### config.mk
export PLATFORM = sky130hd
export DESIGN_NAME = pve_div
export DESIGN_NICKNAME = d
export VERILOG_FILES = /design/src/rtl/pve_pkg.sv /design/src/rtl/pve_div.sv
export SDC_FILE = /design/constraint.sdc
export NUM_CORES = 1
export LEC_CHECK = 0
export BUFFER_PORTS_ARGS = -buffer_cell sky130_fd_sc_hd__buf_4
export CORE_MARGIN = 4
export CORE_UTILIZATION = 54
export CTS_CLUSTER_SIZE = 28
export DETAILED_ROUTE_END_ITERATION = 12
export PLACE_DENSITY = 0.76
export SETUP_SLACK_MARGIN = 0.15
export SYNTH_ARGS = -nofsm -noshare
export SYNTH_HDL_FRONTEND = slang
export SYNTH_SLANG_ARGS = --single-unit
### constraint.sdc
create_clock -name i_clk -period 7.1 [get_ports i_clk]
set_input_delay 0.355 -clock i_clk [delete_from_list [all_inputs] [get_ports i_clk]]
set_output_delay 0.355 -clock i_clk [all_outputs]
set_load 0.01 [all_outputs]
### src/rtl/pve_pkg.sv
// ----------------------------------------------------------------------------
// pve_pkg: shared types and constants for the pose velocity estimator
// Sequencer states, fixed-point limits, CORDIC arctangent table and the
// term layout of the quaternion delta product.
// ----------------------------------------------------------------------------
`timescale 1ns / 1ps
`default_nettype none

package pve_pkg;

    // divider operand widths
    localparam int DIV_NUM_W = 64;
    localparam int DIV_DEN_W = 48;

    // reset value of the minimum interval register
    localparam logic [19:0] MIN_INTERVAL_RESET = 20'd1000;

    // fixed-point constants
    localparam logic signed [32:0] MEGA       = 33'sd1000000;
    localparam logic signed [33:0] NORM_LIMIT = 34'sd26843;
    localparam logic [30:0]        SIN_LIMIT  = 31'd1073741;
    localparam logic signed [33:0] HALF_PI    = 34'sd1686629713;
    localparam logic signed [49:0] W_LIM_P    = 50'sd1073741824;
    localparam logic signed [49:0] W_LIM_N    = -50'sd1073741824;
    localparam logic signed [49:0] DQ_LIM_P   = 50'sd70368744177664;
    localparam logic signed [49:0] DQ_LIM_N   = -50'sd70368744177664;
    localparam logic [61:0]        ONE_Q60    = 62'h1000000000000000;

    typedef enum logic [4:0] {
        S_IDLE,
        S_PREP,
        S_LMUL,
        S_LDIV,
        S_LWAIT,
        S_NMUL,
        S_NACC,
        S_PMUL,
        S_PACC,
        S_QDIV,
        S_QWAIT,
        S_WMUL,
        S_SQINIT,
        S_SQRT,
        S_CINIT,
        S_CORDIC,
        S_GMUL,
        S_GDIV,
        S_GWAIT,
        S_UDIV,
        S_UWAIT,
        S_AMUL,
        S_AACC,
        S_ASAT,
        S_DONE
    } t_state;

    // one product term of p = q1 * conj(q0)
    typedef struct packed {
        logic [1:0] q1_sel;
        logic [1:0] q0_sel;
        logic       neg;
    } t_pterm;

    // term index: [3:2] component, [1:0] term within component
    function automatic t_pterm pterm(input logic [3:0] t);
        t_pterm r;
        r.q1_sel = (t[1:0] == 2'd0) ? 2'd3 : (t[1:0] - 2'd1);
        unique case (t)
            4'd0:  begin r.q0_sel = 2'd0; r.neg = 1'b1; end
            4'd1:  begin r.q0_sel = 2'd3; r.neg = 1'b0; end
            4'd2:  begin r.q0_sel = 2'd2; r.neg = 1'b1; end
            4'd3:  begin r.q0_sel = 2'd1; r.neg = 1'b0; end
            4'd4:  begin r.q0_sel = 2'd1; r.neg = 1'b1; end
            4'd5:  begin r.q0_sel = 2'd2; r.neg = 1'b0; end
            4'd6:  begin r.q0_sel = 2'd3; r.neg = 1'b0; end
            4'd7:  begin r.q0_sel = 2'd0; r.neg = 1'b1; end
            4'd8:  begin r.q0_sel = 2'd2; r.neg = 1'b1; end
            4'd9:  begin r.q0_sel = 2'd1; r.neg = 1'b1; end
            4'd10: begin r.q0_sel = 2'd0; r.neg = 1'b0; end
            4'd11: begin r.q0_sel = 2'd3; r.neg = 1'b0; end
            4'd12: begin r.q0_sel = 2'd3; r.neg = 1'b0; end
            4'd13: begin r.q0_sel = 2'd0; r.neg = 1'b0; end
            4'd14: begin r.q0_sel = 2'd1; r.neg = 1'b0; end
            default: begin r.q0_sel = 2'd2; r.neg = 1'b0; end
        endcase
        return r;
    endfunction

    // arctan(2^-i) in Q30, truncated
    function automatic logic [29:0] atan_q30(input logic [4:0] i);
        logic [29:0] r;
        unique case (i)
            5'd0:  r = 30'd843314856;
            5'd1:  r = 30'd497837829;
            5'd2:  r = 30'd263043836;
            5'd3:  r = 30'd133525158;
            5'd4:  r = 30'd67021686;
            5'd5:  r = 30'd33543515;
            5'd6:  r = 30'd16775850;
            5'd7:  r = 30'd8388437;
            5'd8:  r = 30'd4194282;
            5'd9:  r = 30'd2097149;
            5'd10: r = 30'd1048575;
            5'd11: r = 30'd524287;
            5'd12: r = 30'd262143;
            5'd13: r = 30'd131071;
            5'd14: r = 30'd65535;
            5'd15: r = 30'd32767;
            5'd16: r = 30'd16383;
            5'd17: r = 30'd8191;
            5'd18: r = 30'd4095;
            5'd19: r = 30'd2047;
            5'd20: r = 30'd1023;
            5'd21: r = 30'd511;
            5'd22: r = 30'd255;
            5'd23: r = 30'd127;
            5'd24: r = 30'd63;
            5'd25: r = 30'd31;
            5'd26: r = 30'd15;
            5'd27: r = 30'd7;
            5'd28: r = 30'd3;
            5'd29: r = 30'd1;
            default: r = 30'd0;
        endcase
        return r;
    endfunction

    // saturate a signed 64-bit value to 32 bits
    function automatic logic [31:0] sat32(input logic signed [63:0] v);
        logic [31:0] r;
        if (v > 64'sd2147483647) begin
            r = 32'h7FFFFFFF;
        end else if (v < -64'sd2147483648) begin
            r = 32'h80000000;
        end else begin
            r = v[31:0];
        end
        return r;
    endfunction

endpackage

`default_nettype wire

### src/rtl/pve_div.sv
// ----------------------------------------------------------------------------
// pve_div: iterative signed divider
// Restoring division, one quotient bit per cycle, quotient truncated toward
// zero. The divisor is taken as positive.
// ----------------------------------------------------------------------------
`timescale 1ns / 1ps
`default_nettype none

module pve_div (
    input  wire logic                                 i_clk,
    input  wire logic                                 i_rst_n,
    input  wire logic                                 i_start,
    input  wire logic signed [pve_pkg::DIV_NUM_W-1:0] i_num,
    input  wire logic        [pve_pkg::DIV_DEN_W-1:0] i_den,
    output logic                                      o_done,
    output logic signed      [pve_pkg::DIV_NUM_W-1:0] o_quot
);

    localparam int NW = pve_pkg::DIV_NUM_W;
    localparam int DW = pve_pkg::DIV_DEN_W;
    localparam int CW = $clog2(NW);

    logic          r_busy;
    logic          r_done;
    logic [CW-1:0] r_cnt;
    logic [NW-1:0] r_num;
    logic [DW-1:0] r_rem;
    logic [DW-1:0] r_den;
    logic          r_neg;

    logic [NW-1:0] w_mag;
    logic [DW:0]   w_rem_sh;
    logic          w_ge;
    logic [DW:0]   w_rem_sub;

    // numerator magnitude and one restoring step
    assign w_mag     = i_num[NW-1] ? (~i_num + 1'b1) : i_num;
    assign w_rem_sh  = {r_rem, r_num[NW-1]};
    assign w_ge      = (w_rem_sh >= {1'b0, r_den});
    assign w_rem_sub = w_rem_sh - {1'b0, r_den};

    // control
    always_ff @(posedge i_clk) begin
        if (!i_rst_n) begin
            r_busy <= 1'b0;
            r_done <= 1'b0;
            r_cnt  <= '0;
        end else begin
            r_done <= 1'b0;
            if (i_start) begin
                r_busy <= 1'b1;
                r_cnt  <= '0;
            end else if (r_busy) begin
                r_cnt <= r_cnt + 1'b1;
                if (r_cnt == CW'(NW - 1)) begin
                    r_busy <= 1'b0;
                    r_done <= 1'b1;
                end
            end
        end
    end

    // datapath: quotient bits shift into the numerator register
    always_ff @(posedge i_clk) begin
        if (i_start) begin
            r_num <= w_mag;
            r_rem <= '0;
            r_den <= i_den;
            r_neg <= i_num[NW-1];
        end else if (r_busy) begin
            r_rem <= w_ge ? w_rem_sub[DW-1:0] : w_rem_sh[DW-1:0];
            r_num <= {r_num[NW-2:0], w_ge};
        end
    end

    assign o_done = r_done;
    assign o_quot = r_neg ? $signed(~r_num + 1'b1) : $signed(r_num);

endmodule

`default_nettype wire

==> qor.csv <==
stage,metric,value,unit
setup_path,internal reg-to-reg setup slack,2.85,ns
detailed_routing,post-route ant nets,0,
cells_and_area,Layout area overhead,16.9,%
setup_path,crit-path max FO,6,
cells_and_area,NumNets Final,1692,
synth,"area leader, netlist",edfxtp_1,
synth,Yosys cell types,70,
pwr,Max VDD drop,197,µV
clock_tree,Post-CTS Setup Inserts,0,
placed_design,DP HPWL,22100,µm
setup_path,R2R depth,13,
global_routing,first-pass GRT wire length,49100,µm
pwr,P_leak,0.00572,µW
synth,mapped cell area,12000,µm²
setup_path,FF-to-FF Start,r_den[34]$_DFFE_PP_,
global_routing,gr usage total,24.1,%
floorplan,I/O pins,180,
floorplan,Rows,54,
pwr,combinational share of power,27.8,%
setup_path,CP bufs+invs,1,
setup_path,crit-path cells,or4_1 -> or2_4 -> or4_4 -> or3b_1 -> nor2_4 -> nand4_1 -> or4_4 -> or2_4 -> o31ai_2 -> xnor2_1 -> buf_4,
placed_design,Placed Instances,1786,
outcome,outcome,"complete, no violations",
global_routing,antenna violations before repair,0,
floorplan,die area,24700,µm²
clock_tree,CTS hold repair buffers,0,
floorplan,core area,21900,µm²
clock_tree,"Reg clk slew, reported paths",0.07,ns
detailed_routing,routed length per instance,16.8,µm
sta,Final period util,67.1,%
job,Max-cap violations,0,
worst_hold_path,hold_sp,i_den[17],
worst_hold_path,hold depth,1,
synth,Post-Syn Nets,1561,
detailed_routing,aggregate routed wire length,30500,µm
sta,setup slack after layout,2.33,ns
pwr,power density over the cells,211,nW/µm²
global_routing,largest net degree at the start of global routing,95,
setup_path,CP Capture Type,output port,
detailed_routing,Via-to-Cell Ratio,5.89,
cells_and_area,share of cells above drive strength 1,16.3,%
setup_path,CP arrival,4.41,ns
detailed_routing,first drt pass iteration count,5,
synth,"Avg Cell Area, Syn",8.64,µm²
setup_path,Crit. path cell count,11,
setup_path,CP top delay family,simple AND/OR/NAND/NOR gates,
setup_path,WP data required,6.74,ns
synth,asr flop ratio synth,0,%
setup_path,"Slowest-stage cell, CP",or4_1,
detailed_routing,Vias,10700,
synth,"flops & latches, synth",169,
synth,Synth Instances,1394,
synth,"Seq/Total Area, Yosys",37.5,%
cells_and_area,# diodes,0,
cells_and_area,Reg area,4520,µm²
floorplan,Initial Util,55.0,%
placed_design,Final GP Congestion,0.902,
sta,final setup fails,0,
global_routing,vias in the first global route,10100,
sta,minimum clock period,4.77,ns
sta,slew margin rel.,35.3,%
clock_tree,Worst-Skew Late Latency,0.44,ns
placed_design,Post-Place Setup Slack,2.86,ns
sta,Max Clk Rate,210,MHz
synth,Synth warnings,0,
detailed_routing,initial DRC count,748,
sta,Layout Skew,0.0129,ns
detailed_routing,Residual DRC,0,
floorplan,Die H,157,µm
pwr,Clk pwr share,30.8,%
pwr,Seq pwr share,41.5,%
setup_path,CP Class,reg -> out,
global_routing,remaining global-route overflow,0,
cells_and_area,Layout Cells excl Fill,1818,
clock_tree,clk sinks,169,
worst_hold_path,Min-Delay Path Class,in -> reg,
sta,Final Hold Viols,0,
sta,Setup TNS,0,ns
cells_and_area,Filler cells,1913,
pwr,Switching Share,32.2,%
setup_path,Worst path max stage delay,0.60,ns
synth,ranking of synthesized cells by area,"edfxtp_1 (28%), dfxtp_1 (9.3%), a21oi_1 (6.2%), xnor2_1 (6.1%), xor2_1 (5.9%)",
sta,Slew @ Worst Pin,0.967,ns
clock_tree,post_cts resized,0,
synth,Post-synth EDFFs,113,
clock_tree,htree depth,4,
setup_path,Reg-to-Reg End,r_rem[7]$_SDFFE_PP0P_,
clock_tree,clock buffer depth,2,
synth,post-synth top area share,28.2,%
worst_hold_path,WHS Endpoint,r_den[17]$_DFFE_PP_,
pwr,sw power,956,µW
setup_path,crit start category,flip-flop,
placed_design,# port buffers,179,
clock_tree,clk root buf,clkbuf_16,
sta,RSZ-0062 raised after global routing,no,
synth,"Top FF cell, synth",edfxtp_1,
cells_and_area,multi-input logic area,6990,µm²
clock_tree,TritonCTS clock tree,built,
clock_tree,TritonCTS Buffers,17,
sta,Final Slew Violations,0,
floorplan,die width,157,µm
pwr,P_int,2010,µW
worst register-to-register path, delay by kind of cell (launching register included):
kind / cells / cell delay (ns)
buffers and inverters: 2 / 0.63
multiplexers: 2 / 0.55
AO/OA/AOI/OAI: 4 / 1.48
adder cells (fa/ha/maj): 1 / 0.35
AND/OR/NAND/NOR: 4 / 0.76
flip-flops: 1 / 0.34
state kept, by name, indices dropped and copies added (netlist names):
register  count
r_neg         1
r_num        64
o_done        1
r_busy        1
r_cnt         6
r_den        48
r_rem        48
per-layer routing:
metal / vias to the layer above / global-route usage [%] / share of wire (%)
met1: 5042 / 33.0 / 46
met4: 0 / 7.13 / 1.9
met3: 45 / 3.85 / 5.3
li1: 5314 / - / -
met5: - / 0 / 0
met2: 312 / 39.4 / 47
through the flow:
stage          util, %  hold WS [ns]  instance area, µm²  total power [µW]
6_report          64.3        0.0895               14100              2970
5_1_grt           64.3        0.0742               14100              3110
4_1_cts           64.3        0.0771               14100              2980
3_5_place_dp      61.7         0.474               13500              2060
3_3_place_gp      61.7         0.472               13500              2050
2_1_floorplan        -         0.454               12000              1760
power by group through the flow:
stage / combinational, µW / clock [µW] / sequential (µW)
after floorplan: 529 / 0 / 1230
after global placement: 803 / 0 / 1240
after detailed placement: 813 / 0 / 1250
after CTS: 821 / 928 / 1230
after global routing: 908 / 965 / 1240
final: 823 / 913 / 1230
cells in the final DEF (no fill, tap or decap), types with 5 or more instances in the layout:
cell / count
or4_1: 12
or3_2: 5
nor2b_1: 7
o21a_1: 6
nand4_1: 19
xor2_1: 81
a21oi_1: 150
a21o_1: 21
or3_1: 21
a31oi_1: 6
o41ai_1: 19
or2_2: 10
a211oi_1: 42
mux2i_1: 19
ha_1: 51
nand2_1: 97
inv_1: 69
o31ai_1: 34
o21bai_1: 9
nand2b_1: 14
and3_1: 8
nor3_1: 20
nor2_1: 166
edfxtp_1: 113
dfxtp_1: 55
clkbuf_16: 17
o211ai_1: 9
nand3_1: 23
nor4_1: 7
buf_4: 184
xnor2_1: 84
nor3b_1: 5
and2_1: 5
o21ai_0: 78
logic make-up (layout without fill, tap and decap cells):
group	Yosys count	count (layout)	share of synthesized area, %
simple gates	441	441	17.8
compound gates	403	403	20.9
flops	169	169	37.5
xor+xnor	165	165	12.0
buf+inv	143	287	4.55
fa+ha+maj	52	52	5.47
mux	21	21	1.77
layout make-up:
| cell class | instances | area share, % |
|---|---|---|
| sequential | 169 | 32.1 |
| inverter | 70 | 1.87 |
| timing repair buffer | 185 | 9.89 |
| multi-input combinational | 1082 | 49.6 |
| tap | 280 | 2.49 |
| clock buffer | 17 | 3.02 |
| clock inverter | 15 | 1.03 |
worst max-delay path by stage:
stage,start,to
final,r_num[5]$_DFFE_PP_,o_quot[59]
after CTS,r_num[5]$_DFFE_PP_,o_quot[59]
after floorplan,r_num[5]$_DFFE_PP_,o_quot[59]
after global placement,r_num[5]$_DFFE_PP_,o_quot[63]
after detailed placement,r_num[4]$_DFFE_PP_,o_quot[59]
after global routing,r_num[5]$_DFFE_PP_,o_quot[59]
cells in the mapped netlist, drive strengths merged (23+ instances only):
cell type  number
o31ai          38
xor2           81
or3            26
a21oi         150
nand2          97
clkbuf         69
ha             51
edfxtp        113
o21ai          80
nand3          23
a211oi         42
nor2          167
xnor2          84
dfxtp          56
inv            69
No activity file was read; power rests on OpenSTA's default activity.
